`src/hdl/gda_pkg.sv`:
```
// Shared types, widths, constants and calendar tables for the Gregorian date unit.
// No dependencies.
package gda_pkg;

  localparam int MAX_YEAR = 9999;
  localparam int YEAR_W   = 14;
  localparam int MON_W    = 4;
  localparam int DOM_W    = 5;
  localparam int CNT_W    = 22;
  localparam int SER_W    = CNT_W + 1;
  localparam int STEP_W   = 5;
  localparam int MONTHS   = 12;

  // Serial day number of the last day of MAX_YEAR, counted from 0001-01-01.
  localparam int TOP_SERIAL = MAX_YEAR * 365 + MAX_YEAR / 4 - MAX_YEAR / 100
                              + MAX_YEAR / 400 - 1;

  typedef enum logic [1:0] {
    REQ_ADD,
    REQ_SUB,
    REQ_DIFF,
    REQ_NONE
  } req_e;

  typedef enum logic [1:0] {
    STG_400,
    STG_100,
    STG_4,
    STG_1
  } stage_e;

  function automatic logic [SER_W-1:0] day_stride(input stage_e stg);
    logic [SER_W-1:0] r;
    case (stg)
      STG_400: r = SER_W'(146097);
      STG_100: r = SER_W'(36524);
      STG_4:   r = SER_W'(1461);
      default: r = SER_W'(365);
    endcase
    return r;
  endfunction

  function automatic logic [SER_W-1:0] year_stride(input stage_e stg);
    logic [SER_W-1:0] r;
    case (stg)
      STG_400: r = SER_W'(400);
      STG_100: r = SER_W'(100);
      STG_4:   r = SER_W'(4);
      default: r = SER_W'(1);
    endcase
    return r;
  endfunction

  function automatic logic [DOM_W-1:0] month_len(input logic leap, input logic [MON_W-1:0] mo);
    logic [DOM_W-1:0] r;
    case (mo)
      4'd2:                      r = leap ? DOM_W'(29) : DOM_W'(28);
      4'd4, 4'd6, 4'd9, 4'd11:   r = DOM_W'(30);
      default:                   r = DOM_W'(31);
    endcase
    return r;
  endfunction

endpackage

```
`src/hdl/gda_stride_unit.sv`:
```
// Shared arithmetic unit of the date sequencer: one subtract with borrow and one add.
// Depends on gda_pkg.
module gda_stride_unit (
  input  logic [gda_pkg::SER_W-1:0] res_i,
  input  logic [gda_pkg::SER_W-1:0] res_stride_i,
  input  logic [gda_pkg::SER_W-1:0] acc_i,
  input  logic [gda_pkg::SER_W-1:0] acc_stride_i,
  output logic [gda_pkg::SER_W-1:0] diff_o,
  output logic                      borrow_o,
  output logic [gda_pkg::SER_W-1:0] sum_o
);

  logic [gda_pkg::SER_W:0] sub_full;

  assign sub_full = {1'b0, res_i} - {1'b0, res_stride_i};
  assign diff_o   = sub_full[gda_pkg::SER_W-1:0];
  assign borrow_o = sub_full[gda_pkg::SER_W];
  assign sum_o    = acc_i + acc_stride_i;

endmodule

```
`src/hdl/gregorian_date_arithmetic_top.sv`:
```
// Gregorian date unit: add days, subtract days, or day distance between two dates.
// Depends on gda_pkg and gda_stride_unit.
//
// Usage:
//   Input channel in_valid_i/in_ready_o carries one request word: req_type_i, the first
//   date, the second date (difference only) and day_count_i (add and subtract only).
//   Output channel out_valid_o/out_ready_i carries one result word per request.
//   Each date is turned into a serial day number by stepping 400-, 100-, 4- and 1-year
//   strides and then months through one shared add/subtract unit; a date result is
//   turned back the same way. One step per cycle.
//   The number of steps for a request is set by the stride counts of the year and month
//   of each date and of a date result; an invalid date skips its strides.
//   One request is in work at a time; in_ready_o is high only while the sequencer idles,
//   so a new request is taken only once the previous one has left the sequencer.
//   A finished result sits in the output register; the next request is taken while it
//   waits. If the receiver stalls and the output register is still full when a second
//   result is done, the sequencer holds that result until the register empties.
//   Reset clears the sequencer and drops any pending result; no clearing pass is needed.
module gregorian_date_arithmetic_top (
  input  logic                        clk_i,
  input  logic                        rst_ni,
  input  logic                        in_valid_i,
  output logic                        in_ready_o,
  input  logic [1:0]                  req_type_i,
  input  logic [gda_pkg::YEAR_W-1:0]  year_i,
  input  logic [gda_pkg::MON_W-1:0]   month_i,
  input  logic [gda_pkg::DOM_W-1:0]   day_i,
  input  logic [gda_pkg::YEAR_W-1:0]  other_year_i,
  input  logic [gda_pkg::MON_W-1:0]   other_month_i,
  input  logic [gda_pkg::DOM_W-1:0]   other_day_i,
  input  logic [gda_pkg::CNT_W-1:0]   day_count_i,
  output logic                        out_valid_o,
  input  logic                        out_ready_i,
  output logic [gda_pkg::YEAR_W-1:0]  res_year_o,
  output logic [gda_pkg::MON_W-1:0]   res_month_o,
  output logic [gda_pkg::DOM_W-1:0]   res_day_o,
  output logic [gda_pkg::CNT_W-1:0]   days_between_o,
  output logic                        input_fixed_o,
  output logic                        range_error_o
);

  typedef enum logic [3:0] {
    ST_IDLE,
    ST_DATE,
    ST_SYEAR,
    ST_SMON,
    ST_SDAY,
    ST_OP,
    ST_DIFF,
    ST_UYEAR,
    ST_UMON,
    ST_FINISH
  } state_e;

  state_e                         state_q;
  gda_pkg::req_e                  req_q;
  gda_pkg::stage_e                stage_q;
  logic [gda_pkg::YEAR_W-1:0]     y_q, oy_q;
  logic [gda_pkg::MON_W-1:0]      m_q, om_q;
  logic [gda_pkg::DOM_W-1:0]      d_q, od_q;
  logic [gda_pkg::CNT_W-1:0]      cnt_q;
  logic                           sel_q;
  logic [gda_pkg::SER_W-1:0]      res_q, acc_q;
  logic [gda_pkg::STEP_W-1:0]     step_q;
  logic [1:0]                     c100_q, c1_q;
  logic [gda_pkg::STEP_W-1:0]     c4_q;
  logic [gda_pkg::MON_W-1:0]      mo_q;
  logic [gda_pkg::CNT_W-1:0]      a_q, b_q;
  logic [gda_pkg::YEAR_W-1:0]     ry_q;
  logic [gda_pkg::MON_W-1:0]      rm_q;
  logic [gda_pkg::DOM_W-1:0]      rd_q;
  logic [gda_pkg::CNT_W-1:0]      dist_q;
  logic                           fixed_q, err_q;
  logic                           ovalid_q;
  logic [gda_pkg::YEAR_W-1:0]     oy_out_q;
  logic [gda_pkg::MON_W-1:0]      om_out_q;
  logic [gda_pkg::DOM_W-1:0]      od_out_q;
  logic [gda_pkg::CNT_W-1:0]      dist_out_q;
  logic                           fixed_out_q, err_out_q;

  logic [gda_pkg::SER_W-1:0]      u_res, u_rs, u_acc, u_as, u_diff, u_sum;
  logic                           u_borrow;
  logic [gda_pkg::YEAR_W-1:0]     cur_y;
  logic [gda_pkg::MON_W-1:0]      cur_m;
  logic [gda_pkg::DOM_W-1:0]      cur_d;
  logic                           leap;
  logic                           date_bad;
  logic                           day_bad;
  logic                           stage_cap;
  logic                           out_free;
  logic                           more_dates;

  assign cur_y = sel_q ? oy_q : y_q;
  assign cur_m = sel_q ? om_q : m_q;
  assign cur_d = sel_q ? od_q : d_q;

  assign leap      = (c1_q == 2'd3) && !((c4_q == gda_pkg::STEP_W'(24)) && (c100_q != 2'd3));
  assign date_bad  = (cur_y == '0) || (cur_y > gda_pkg::YEAR_W'(gda_pkg::MAX_YEAR)) ||
                     (cur_m == '0) || (cur_m > gda_pkg::MON_W'(gda_pkg::MONTHS)) ||
                     (cur_d == '0);
  assign day_bad   = cur_d > gda_pkg::month_len(leap, cur_m);
  assign stage_cap = ((stage_q == gda_pkg::STG_100) || (stage_q == gda_pkg::STG_1)) &&
                     (step_q == gda_pkg::STEP_W'(3));
  assign out_free   = !ovalid_q || out_ready_i;
  assign more_dates = (req_q == gda_pkg::REQ_DIFF) && !sel_q;

  always_comb begin
    u_res = res_q;
    u_rs  = '0;
    u_acc = acc_q;
    u_as  = '0;
    case (state_q)
      ST_SYEAR: begin
        u_rs = gda_pkg::year_stride(stage_q);
        u_as = gda_pkg::day_stride(stage_q);
      end
      ST_UYEAR: begin
        u_rs = gda_pkg::day_stride(stage_q);
        u_as = gda_pkg::year_stride(stage_q);
      end
      ST_SMON: begin
        u_as = gda_pkg::SER_W'(gda_pkg::month_len(leap, mo_q));
      end
      ST_SDAY: begin
        u_as = gda_pkg::SER_W'(cur_d - gda_pkg::DOM_W'(1));
      end
      ST_UMON: begin
        u_rs = gda_pkg::SER_W'(gda_pkg::month_len(leap, mo_q));
      end
      ST_OP: begin
        u_res = gda_pkg::SER_W'(a_q);
        u_rs  = (req_q == gda_pkg::REQ_DIFF) ? gda_pkg::SER_W'(b_q) : gda_pkg::SER_W'(cnt_q);
        u_acc = gda_pkg::SER_W'(a_q);
        u_as  = gda_pkg::SER_W'(cnt_q);
      end
      ST_DIFF: begin
        u_res = gda_pkg::SER_W'(b_q);
        u_rs  = gda_pkg::SER_W'(a_q);
      end
      default: begin
        u_res = res_q;
      end
    endcase
  end

  gda_stride_unit u_stride (
    .res_i        (u_res),
    .res_stride_i (u_rs),
    .acc_i        (u_acc),
    .acc_stride_i (u_as),
    .diff_o       (u_diff),
    .borrow_o     (u_borrow),
    .sum_o        (u_sum)
  );

  always_ff @(posedge clk_i or negedge rst_ni) begin
    if (!rst_ni) begin
      state_q     <= ST_IDLE;
      req_q       <= gda_pkg::REQ_ADD;
      stage_q     <= gda_pkg::STG_400;
      y_q         <= '0;
      m_q         <= '0;
      d_q         <= '0;
      oy_q        <= '0;
      om_q        <= '0;
      od_q        <= '0;
      cnt_q       <= '0;
      sel_q       <= 1'b0;
      res_q       <= '0;
      acc_q       <= '0;
      step_q      <= '0;
      c100_q      <= '0;
      c4_q        <= '0;
      c1_q        <= '0;
      mo_q        <= '0;
      a_q         <= '0;
      b_q         <= '0;
      ry_q        <= '0;
      rm_q        <= '0;
      rd_q        <= '0;
      dist_q      <= '0;
      fixed_q     <= 1'b0;
      err_q       <= 1'b0;
      ovalid_q    <= 1'b0;
      oy_out_q    <= '0;
      om_out_q    <= '0;
      od_out_q    <= '0;
      dist_out_q  <= '0;
      fixed_out_q <= 1'b0;
      err_out_q   <= 1'b0;
    end else begin
      if (ovalid_q && out_ready_i && (state_q != ST_FINISH)) begin
        ovalid_q <= 1'b0;
      end
      case (state_q)
        ST_IDLE: begin
          if (in_valid_i) begin
            req_q   <= gda_pkg::req_e'(req_type_i);
            y_q     <= year_i;
            m_q     <= month_i;
            d_q     <= day_i;
            oy_q    <= other_year_i;
            om_q    <= other_month_i;
            od_q    <= other_day_i;
            cnt_q   <= day_count_i;
            sel_q   <= 1'b0;
            fixed_q <= 1'b0;
            err_q   <= 1'b0;
            dist_q  <= '0;
            state_q <= ST_DATE;
          end
        end
        ST_DATE: begin
          if (date_bad) begin
            fixed_q <= 1'b1;
            if (sel_q) begin
              b_q <= '0;
            end else begin
              a_q <= '0;
            end
            if (more_dates) begin
              sel_q   <= 1'b1;
              state_q <= ST_DATE;
            end else begin
              state_q <= ST_OP;
            end
          end else begin
            res_q   <= gda_pkg::SER_W'(cur_y - gda_pkg::YEAR_W'(1));
            acc_q   <= '0;
            stage_q <= gda_pkg::STG_400;
            step_q  <= '0;
            state_q <= ST_SYEAR;
          end
        end
        ST_SYEAR, ST_UYEAR: begin
          if (u_borrow || stage_cap) begin
            case (stage_q)
              gda_pkg::STG_100: c100_q <= step_q[1:0];
              gda_pkg::STG_4:   c4_q   <= step_q;
              gda_pkg::STG_1:   c1_q   <= step_q[1:0];
              default:          c100_q <= c100_q;
            endcase
            step_q <= '0;
            if (stage_q == gda_pkg::STG_1) begin
              mo_q    <= gda_pkg::MON_W'(1);
              state_q <= (state_q == ST_SYEAR) ? ST_SMON : ST_UMON;
            end else begin
              stage_q <= gda_pkg::stage_e'(stage_q + 2'd1);
            end
          end else begin
            res_q  <= u_diff;
            acc_q  <= u_sum;
            step_q <= step_q + gda_pkg::STEP_W'(1);
          end
        end
        ST_SMON: begin
          if (mo_q == cur_m) begin
            state_q <= ST_SDAY;
          end else begin
            acc_q <= u_sum;
            mo_q  <= mo_q + gda_pkg::MON_W'(1);
          end
        end
        ST_SDAY: begin
          if (day_bad) begin
            fixed_q <= 1'b1;
          end
          if (sel_q) begin
            b_q <= day_bad ? '0 : u_sum[gda_pkg::CNT_W-1:0];
          end else begin
            a_q <= day_bad ? '0 : u_sum[gda_pkg::CNT_W-1:0];
          end
          if (more_dates) begin
            sel_q   <= 1'b1;
            state_q <= ST_DATE;
          end else begin
            state_q <= ST_OP;
          end
        end
        ST_OP: begin
          acc_q   <= '0;
          stage_q <= gda_pkg::STG_400;
          step_q  <= '0;
          case (req_q)
            gda_pkg::REQ_ADD: begin
              if (u_sum > gda_pkg::SER_W'(gda_pkg::TOP_SERIAL)) begin
                res_q <= gda_pkg::SER_W'(gda_pkg::TOP_SERIAL);
                err_q <= 1'b1;
              end else begin
                res_q <= u_sum;
              end
              state_q <= ST_UYEAR;
            end
            gda_pkg::REQ_SUB: begin
              if (u_borrow) begin
                res_q <= '0;
                err_q <= 1'b1;
              end else begin
                res_q <= u_diff;
              end
              state_q <= ST_UYEAR;
            end
            gda_pkg::REQ_DIFF: begin
              ry_q <= gda_pkg::YEAR_W'(1);
              rm_q <= gda_pkg::MON_W'(1);
              rd_q <= gda_pkg::DOM_W'(1);
              if (u_borrow) begin
                state_q <= ST_DIFF;
              end else begin
                dist_q  <= u_diff[gda_pkg::CNT_W-1:0];
                state_q <= ST_FINISH;
              end
            end
            default: begin
              res_q   <= gda_pkg::SER_W'(a_q);
              state_q <= ST_UYEAR;
            end
          endcase
        end
        ST_DIFF: begin
          dist_q  <= u_diff[gda_pkg::CNT_W-1:0];
          state_q <= ST_FINISH;
        end
        ST_UMON: begin
          if ((mo_q == gda_pkg::MON_W'(gda_pkg::MONTHS)) || u_borrow) begin
            ry_q    <= gda_pkg::YEAR_W'(acc_q) + gda_pkg::YEAR_W'(1);
            rm_q    <= mo_q;
            rd_q    <= gda_pkg::DOM_W'(res_q) + gda_pkg::DOM_W'(1);
            state_q <= ST_FINISH;
          end else begin
            res_q <= u_diff;
            mo_q  <= mo_q + gda_pkg::MON_W'(1);
          end
        end
        ST_FINISH: begin
          if (out_free) begin
            ovalid_q    <= 1'b1;
            oy_out_q    <= ry_q;
            om_out_q    <= rm_q;
            od_out_q    <= rd_q;
            dist_out_q  <= dist_q;
            fixed_out_q <= fixed_q;
            err_out_q   <= err_q;
            state_q     <= ST_IDLE;
          end
        end
        default: begin
          state_q <= ST_IDLE;
        end
      endcase
    end
  end

  assign in_ready_o     = (state_q == ST_IDLE);
  assign out_valid_o    = ovalid_q;
  assign res_year_o     = oy_out_q;
  assign res_month_o    = om_out_q;
  assign res_day_o      = od_out_q;
  assign days_between_o = dist_out_q;
  assign input_fixed_o  = fixed_out_q;
  assign range_error_o  = err_out_q;

`ifndef SYNTHESIS
  a_busy_after_accept: assert property (@(posedge clk_i) disable iff (!rst_ni)
    (in_valid_i && in_ready_o) |=> !in_ready_o)
    else $error("request taken while sequencer busy");

  a_year_in_range: assert property (@(posedge clk_i) disable iff (!rst_ni)
    out_valid_o |-> (res_year_o >= gda_pkg::YEAR_W'(1)) &&
                    (res_year_o <= gda_pkg::YEAR_W'(gda_pkg::MAX_YEAR)))
    else $error("result year out of range");

  a_date_legal: assert property (@(posedge clk_i) disable iff (!rst_ni)
    out_valid_o |-> (res_month_o >= gda_pkg::MON_W'(1)) &&
                    (res_month_o <= gda_pkg::MON_W'(gda_pkg::MONTHS)) &&
                    (res_day_o >= gda_pkg::DOM_W'(1)) &&
                    (res_day_o <= gda_pkg::month_len(1'b1, res_month_o)))
    else $error("result date not a calendar date");

  a_dist_date_fixed: assert property (@(posedge clk_i) disable iff (!rst_ni)
    (out_valid_o && (days_between_o != '0)) |->
      (res_year_o == gda_pkg::YEAR_W'(1)) && (res_month_o == gda_pkg::MON_W'(1)) &&
      (res_day_o == gda_pkg::DOM_W'(1)) && !range_error_o)
    else $error("difference word with a date result");
`endif

endmodule
```
`config.mk`:
```
export PLATFORM = sky130hd
export DESIGN_NAME = gregorian_date_arithmetic_top
export DESIGN_NICKNAME = d
export VERILOG_FILES = /design/src/hdl/gda_pkg.sv /design/src/hdl/gda_stride_unit.sv /design/src/hdl/gregorian_date_arithmetic_top.sv
export SDC_FILE = /design/constraint.sdc
export NUM_CORES = 1
export LEC_CHECK = 0
export BUFFER_PORTS_ARGS = -buffer_cell sky130_fd_sc_hd__buf_4
export CELL_PAD_IN_SITES_DETAIL_PLACEMENT = 0
export CELL_PAD_IN_SITES_GLOBAL_PLACEMENT = 2
export CORE_MARGIN = 4
export CORE_UTILIZATION = 35
export DETAILED_ROUTE_END_ITERATION = 10
export GPL_ROUTABILITY_DRIVEN = 0
export PLACE_DENSITY_LB_ADDON = 0.1
export REMOVE_ABC_BUFFERS = 1
export SYNTH_ARGS = -nofsm -noshare
export SYNTH_HDL_FRONTEND = slang
export SYNTH_SLANG_ARGS = --single-unit
```
`constraint.sdc`:
```
create_clock -name clk_i -period 7.4 [get_ports clk_i]
set_input_delay 0.74 -clock clk_i [delete_from_list [all_inputs] [get_ports clk_i]]
set_output_delay 0.74 -clock clk_i [all_outputs]
set_load 0.01 [all_outputs]
```
==> results.json, run 1 <==
{
  "worst_pin_slew_ns": 1.09,
  "hold_violations": 0,
  "setup_viol": 0,
  "fin_worst_skew_ns": 0.0263,
  "status": "completed",
  "place_area_sq_um": 19100,
  "grt_pass1_wl_um": 99200,
  "synth_top_area_cell": "dfrtp_1",
  "drt_iter0_markers": 1362,
  "fin_total_pwr_mw": 10.6,
  "synth_top_area_share_pct": 39.8,
  "hp-class": "in2async",
  "synth_edf_count": 0,
  "synth_mux_area_share_pct": 6.27,
  "ys_seq_area_share_pct": 39.8,
  "fp.dieArea_sq_um": 54000,
  "viasPerCell": 5.61,
  "fin_crit_sh_pct": 85.7,
  "cpPeakStageDelay_ns": 0.80,
  "post-place-cells": 2773,
  "wl_per_cell_um": 23.1,
  "syn_inst": 2078,
  "area_growth_pct": 15.1,
  "ant_nets": 0,
  "cp_max_fo": 30,
  "ff_latch_area_sq_um": 7010,
  "critPathCaptureType": "register",
  "final-max-slew-violation-count": 0,
  "min_period_ns": 6.34,
  "wirelength_um": 65400,
  "drc": 0,
  "peakVddDrop_uv": 226,
  "worst_setup_path_start_kind": "register",
  "stdcell_area_sq_um": 20300,
  "yosys_warnings": 0,
  "grt_max_degree": 118,
  "numCtsBuffers": 37,
  "drv_cap": 0,
  "yosys.area_share.simple_pct": 22.1,
  "synth_compound_area_share_pct": 20.0,
  "io_pins": 123,
  "grt_overflow": 0,
  "rows": 81,
  "pre_cts_slack_ns": 1.18,
  "async_reset_ff_share_pct": 100,
  "powerDensity_nw_per_um2": 524,
  "die_height_um": 232,
  "synthAdderAreaFrac_pct": 4.56,
  "cts_resized": 0,
  "drive_gt1_share_pct": 15.6,
  "nFillCells": 5075,
  "final.setup.worst_slack_ns": 1.06,
  "cts-root-buf": "clkbuf_16",
  "relSlewSlack_pct": 27.5,
  "synthFlopType": "dfrtp_1",
  "antenna_found_initial": 0,
  "synth_top_family_by_area": "simple AND/OR/NAND/NOR gates",
  "clockBufferDepth": 3,
  "rsz0062_at_grt": "false",
  "firstDrtPassIters": 6,
  "avgSynthCellArea_sq_um": 8.48,
  "grt_pass1_vias": 15783,
  "clkLatencyLatePin_ns": 0.57,
  "portBuffers": 122,
  "worst_path_max_delay_cell": "dfrtp_1",
  "cts_tree": "built",
  "timing.fmax_mhz": 158,
  "synth_cell_type_count": 96,
  "via_count": 15899,
  "postCtsHoldBufs": 0,
  "core_area_sq_um": 49400,
  "die_w_um": 232,
  "grt_use_total_pct": 23.9,
  "clk_pin_slew_ns": 0.06,
  "synth.area.top_cells": "dfrtp_1, nand2_1, mux2_2",
  "path_cells": "inv_1, nor2_1, nand2_2, buf_4, o21ai_0, a221oi_1, ha_1, o21a_1, o211ai_1, a211o_1, a211oi_4, or2_1, buf_4, a21oi_4, or4_1, or4_1, o221a_1",
  "critPathRequiredTime_ns": 7.86,
  "start_util_pct": 35.7,
  "nNetsFinal": 2285,
  "dp_hpwl_um": 49000,
  "crit_type": "reg2reg",
  "holdWs_ns": 0.168,
  "cts_setup_buffers": 0,
  "power_leakage_nw": 9.33,
  "multi_input_area_sq_um": 9960,
  "arrival_ns": 6.80,
  "synthXorXnorAreaFrac_pct": 3.28,
  "syn_area_sq_um": 17600,
  "cts_max_level": 2,
  "antennaDiodeCount": 0,
  "ys_ff_latch": 280,
  "fin_cells": 2834,
  "clock_sinks": 280
}
==> logic make-up (layout without fill, tap and decap cells) <==
logic type	count (synthesis)	after routing
AND/OR/NAND/NOR	894	894
AO/OA/AOI/OAI	517	517
flip-flops	280	280
buffers and inverters	157	249
multiplexers	101	101
XOR/XNOR	66	66
adder cells (fa/ha/maj)	63	63
==> area by class of cell <==
type / count / area share, %
tap: 664 / 4.10
inverter: 32 / 0.592
clock buffer: 46 / 5.08
multi-input combinational: 1641 / 49.1
sequential: 280 / 34.6
timing repair buffer: 156 / 5.87
clock inverter: 15 / 0.654
==> registers in the layout, indices dropped and copies added, names as in the netlist, 14 cells and up <==
name,cells
oy_q,14
res_year_o,14
cnt_q,22
b_q,22
res_q,23
days_between_o,22
ry_q,14
acc_q,23
y_q,14
dist_q,22
a_q,22
==> power breakdown <==
group | internal, mW | total [mW] | switching, mW
clock | 1.02 | 1.76 | 0.738
combinational | 2.10 | 6.19 | 4.08
sequential | 2.06 | 2.68 | 0.626
==> through the flow <==
step / setup TNS (ns) / util (%)
floorplan: -290.96 / -
global placement: 0 / 38.7
detailed placement: 0 / 38.7
CTS: 0 / 41.1
global route: 0 / 41.1
finish: 0 / 41.1
==> synth_stat cells (27+ instances only) <==
| cell | n |
|---|---|
| nand2_1 | 565 |
| dfrtp_1 | 280 |
| o21ai_0 | 124 |
| a21oi_1 | 106 |
| clkbuf_1 | 99 |
| nor2_1 | 99 |
| o31ai_1 | 80 |
| mux2_2 | 72 |
| ha_1 | 61 |
| nand3_1 | 53 |
| nor3_1 | 38 |
| xnor2_1 | 36 |
| inv_1 | 31 |
| xor2_1 | 30 |
| mux2i_1 | 28 |
| nand2b_1 | 27 |
==> path summary, 6_finish.rpt <==
path,from,end,slack [ns],cells after the start
max in group asynchronous,rst_ni,m_q[1],5.80,2
min in group clk_i,other_month_i[2],om_q[2],0.36,3
worst min-delay path,rst_ni,oy_q[7],0.17,1
worst max register to register,state_q[0],res_q[0],1.06,17
worst min register to register,d_q[4],d_q[4],0.47,2
worst max-delay path,state_q[0],res_q[0],1.06,17
==> critical path, delay by kind of cell (launching register included) <==
family,cells,cell delay [ns]
AO/OA/AOI/OAI,8,1.73
adder cells (fa/ha/maj),1,0.41
buffers and inverters,3,0.92
flip-flops,1,0.80
AND/OR/NAND/NOR,5,2.34
==> placed cells by master, fill, tap and decap left out, types with 10 or more instances in the layout <==
master     Yosys  final
nor2b_1       10     10
nor3_1        38     38
mux2i_1       28     28
nand4_1       11     11
o21a_1        10     10
ha_1          61     61
nor3b_1       10     10
or2_2         10     10
and3_1        11     11
a21oi_1      106    106
o2111ai_1     16     16
clkbuf_16      0     38
dfrtp_1      280    279
xnor2_1       36     36
nand3_1       53     53
buf_4          1    154
xor2_1        30     30
o221ai_1      11     11
a21o_1        25     25
a31oi_1       13     13
a221oi_1      11     11
or3_1         15     14
nand2b_1      27     27
a211oi_1      11     11
o211ai_1      18     18
o31ai_1       80     80
nor2_1        99     98
inv_1         31     31
clkinv_2       0     10
mux2_2        72     72
nand2_1      565    563
o21ai_0      124    124
==> metal layers <==
metal	vias to the layer above	routed length, um	GRT usage (%)
met2	376	31800	40.8
met4	0	2140	7.72
li1	7506	-	-
met3	97	2540	2.74
met5	-	0	0
met1	7920	28900	31.9
No activity file was read; power rests on OpenSTA's default activity.
==> run 2, diff against run 1 <==
Settings changed: CORE_UTILIZATION 35 to 38.
==> run 2 against run 1 <==
Against the previous run:
- clock skew fell by 0.0057 ns
- count of clock-buffer cells in the layout rose by 7
- global-route usage rose by 1.1 points
- critical path type unchanged
- highest routed layer unchanged
==> results.json, run 2 (synthesis gave the netlist of run 1 again) <==
{
  "status": "completed",
  "clkLatencyLatePin_ns": 0.56,
  "hold_violations": 0,
  "cts-root-buf": "clkbuf_16",
  "cts_resized": 0,
  "via_count": 15879,
  "worst_setup_path_start_kind": "register",
  "wl_per_cell_um": 23.0,
  "portBuffers": 122,
  "critPathRequiredTime_ns": 7.84,
  "largestRegisters": "acc_q: 23 flops, res_q: 23 flops",
  "fin_worst_skew_ns": 0.0206,
  "rsz0062_at_grt": "false",
  "crit_type": "reg2reg",
  "start_util_pct": 38.7,
  "stdcell_area_sq_um": 20200,
  "drc": 0,
  "io_pins": 123,
  "cts_max_level": 2,
  "cp_num_cells": 16,
  "r2r_start": "state_q[0]",
  "fp.dieArea_sq_um": 49900,
  "path_cells": "inv_1, nor2_1, nand2_2, buf_4, a21oi_1, a31oi_1, ha_1, a21oi_1, o21ai_0, nor4_4, a211oi_4, or2_1, a21oi_4, or4_1, or4_1, o221a_1",
  "cp_max_fo": 32,
  "antennaDiodeCount": 0,
  "mostFrequentLayoutCell": "nand2_1",
  "drt_iter0_markers": 1266,
  "cts_tree": "built",
  "grt_pass1_vias": 15890,
  "endpoint": "res_q[0]",
  "crit_family": "simple AND/OR/NAND/NOR gates",
  "final_util_pct": 44.3,
  "arrival_ns": 7.00,
  "nNetsFinal": 2282,
  "powerDensity_nw_per_um2": 524,
  "clock_sinks": 280,
  "dp_hpwl_um": 46600,
  "hp-class": "in2async",
  "r2r_cells": 16,
  "cp_num_buf_inv": 2,
  "fin_total_pwr_mw": 10.6,
  "cts_setup_buffers": 0,
  "die_w_um": 223,
  "timing.fmax_mhz": 152,
  "clk_pin_slew_ns": 0.06,
  "holdWs_ns": 0.288,
  "peakVddDrop_uv": 305,
  "worst_path_max_delay_cell": "dfrtp_1",
  "critPathCaptureType": "register",
  "final_cell_mix": "nand2_1, dfrtp_1, buf_4",
  "wirelength_um": 63500,
  "post-place-cells": 2706,
  "fin_cells": 2765,
  "setup_tns_ns": 0,
  "setup.worst_path.start": "state_q[0]",
  "final.setup.worst_slack_ns": 0.841,
  "min_period_ns": 6.56,
  "die_height_um": 223,
  "pre_cts_slack_ns": 1.02,
  "grt_use_total_pct": 25.1,
  "firstDrtPassIters": 6,
  "r2r_setup_slack_ns": 0.84,
  "grt_max_degree": 116,
  "drv_cap": 0,
  "area_growth_pct": 14.6,
  "fin_crit_sh_pct": 88.6,
  "power_leakage_nw": 9.30,
  "antenna_found_initial": 0,
  "place_area_sq_um": 19000,
  "cpPeakStageDelay_ns": 0.83,
  "core_area_sq_um": 45600,
  "ant_nets": 0,
  "postCtsHoldBufs": 0,
  "clockBufferDepth": 3,
  "viasPerCell": 5.74,
  "setup_viol": 0,
  "rows": 78,
  "final-max-slew-violation-count": 0,
  "numCtsBuffers": 37,
  "worst_pin_slew_ns": 1.33,
  "r2r-end": "res_q[0]",
  "nFillCells": 4593,
  "grt_overflow": 0,
  "drive_gt1_share_pct": 15.1,
  "grt_pass1_wl_um": 97700,
  "relSlewSlack_pct": 10.9
}
==> run 2: where the power goes <==
part / switching (mW) / internal, mW / total (mW) / leakage, nW
clock network: 0.700 / 1.06 / 1.76 / 0.565
logic: 4.09 / 2.10 / 6.18 / 5.06
registers: 0.575 / 2.06 / 2.63 / 3.67
==> run 2: routing by layer <==
metal  track usage, %  vias up  wire [um]
li1                 -     7504          -
met1             33.5     7839      27800
met2             42.7      436      30700
met3             2.76      100       2900
met4             8.09        0       2110
met5                0        -          0
==> run 2: worst min path at each step <==
| stage | start | to | slack [ns] | cells past startpoint |
|---|---|---|---|---|
| after floorplan | dist_q[12] | dist_q[12] | 0.43 | 2 |
| after global placement | dist_q[7] | dist_q[7] | 0.46 | 2 |
| after detailed placement | dist_q[7] | dist_q[7] | 0.46 | 2 |
| after CTS | rst_ni | oy_q[8] | 0.32 | 1 |
| after global routing | other_month_i[0] | om_q[0] | 0.35 | 3 |
| final | rst_ni | oy_q[8] | 0.29 | 1 |
==> run 2: cell type report <==
cell class                 instances  area, sq um  share of cell area [%]
clock inverter                     6          109                   0.539
inverter                          32          120                   0.595
timing repair buffer             153         1170                    5.79
multi-input combinational       1641         9970                    49.4
sequential                       280         7010                    34.7
clock buffer                      53         1060                    5.24
tap                              600          751                    3.72
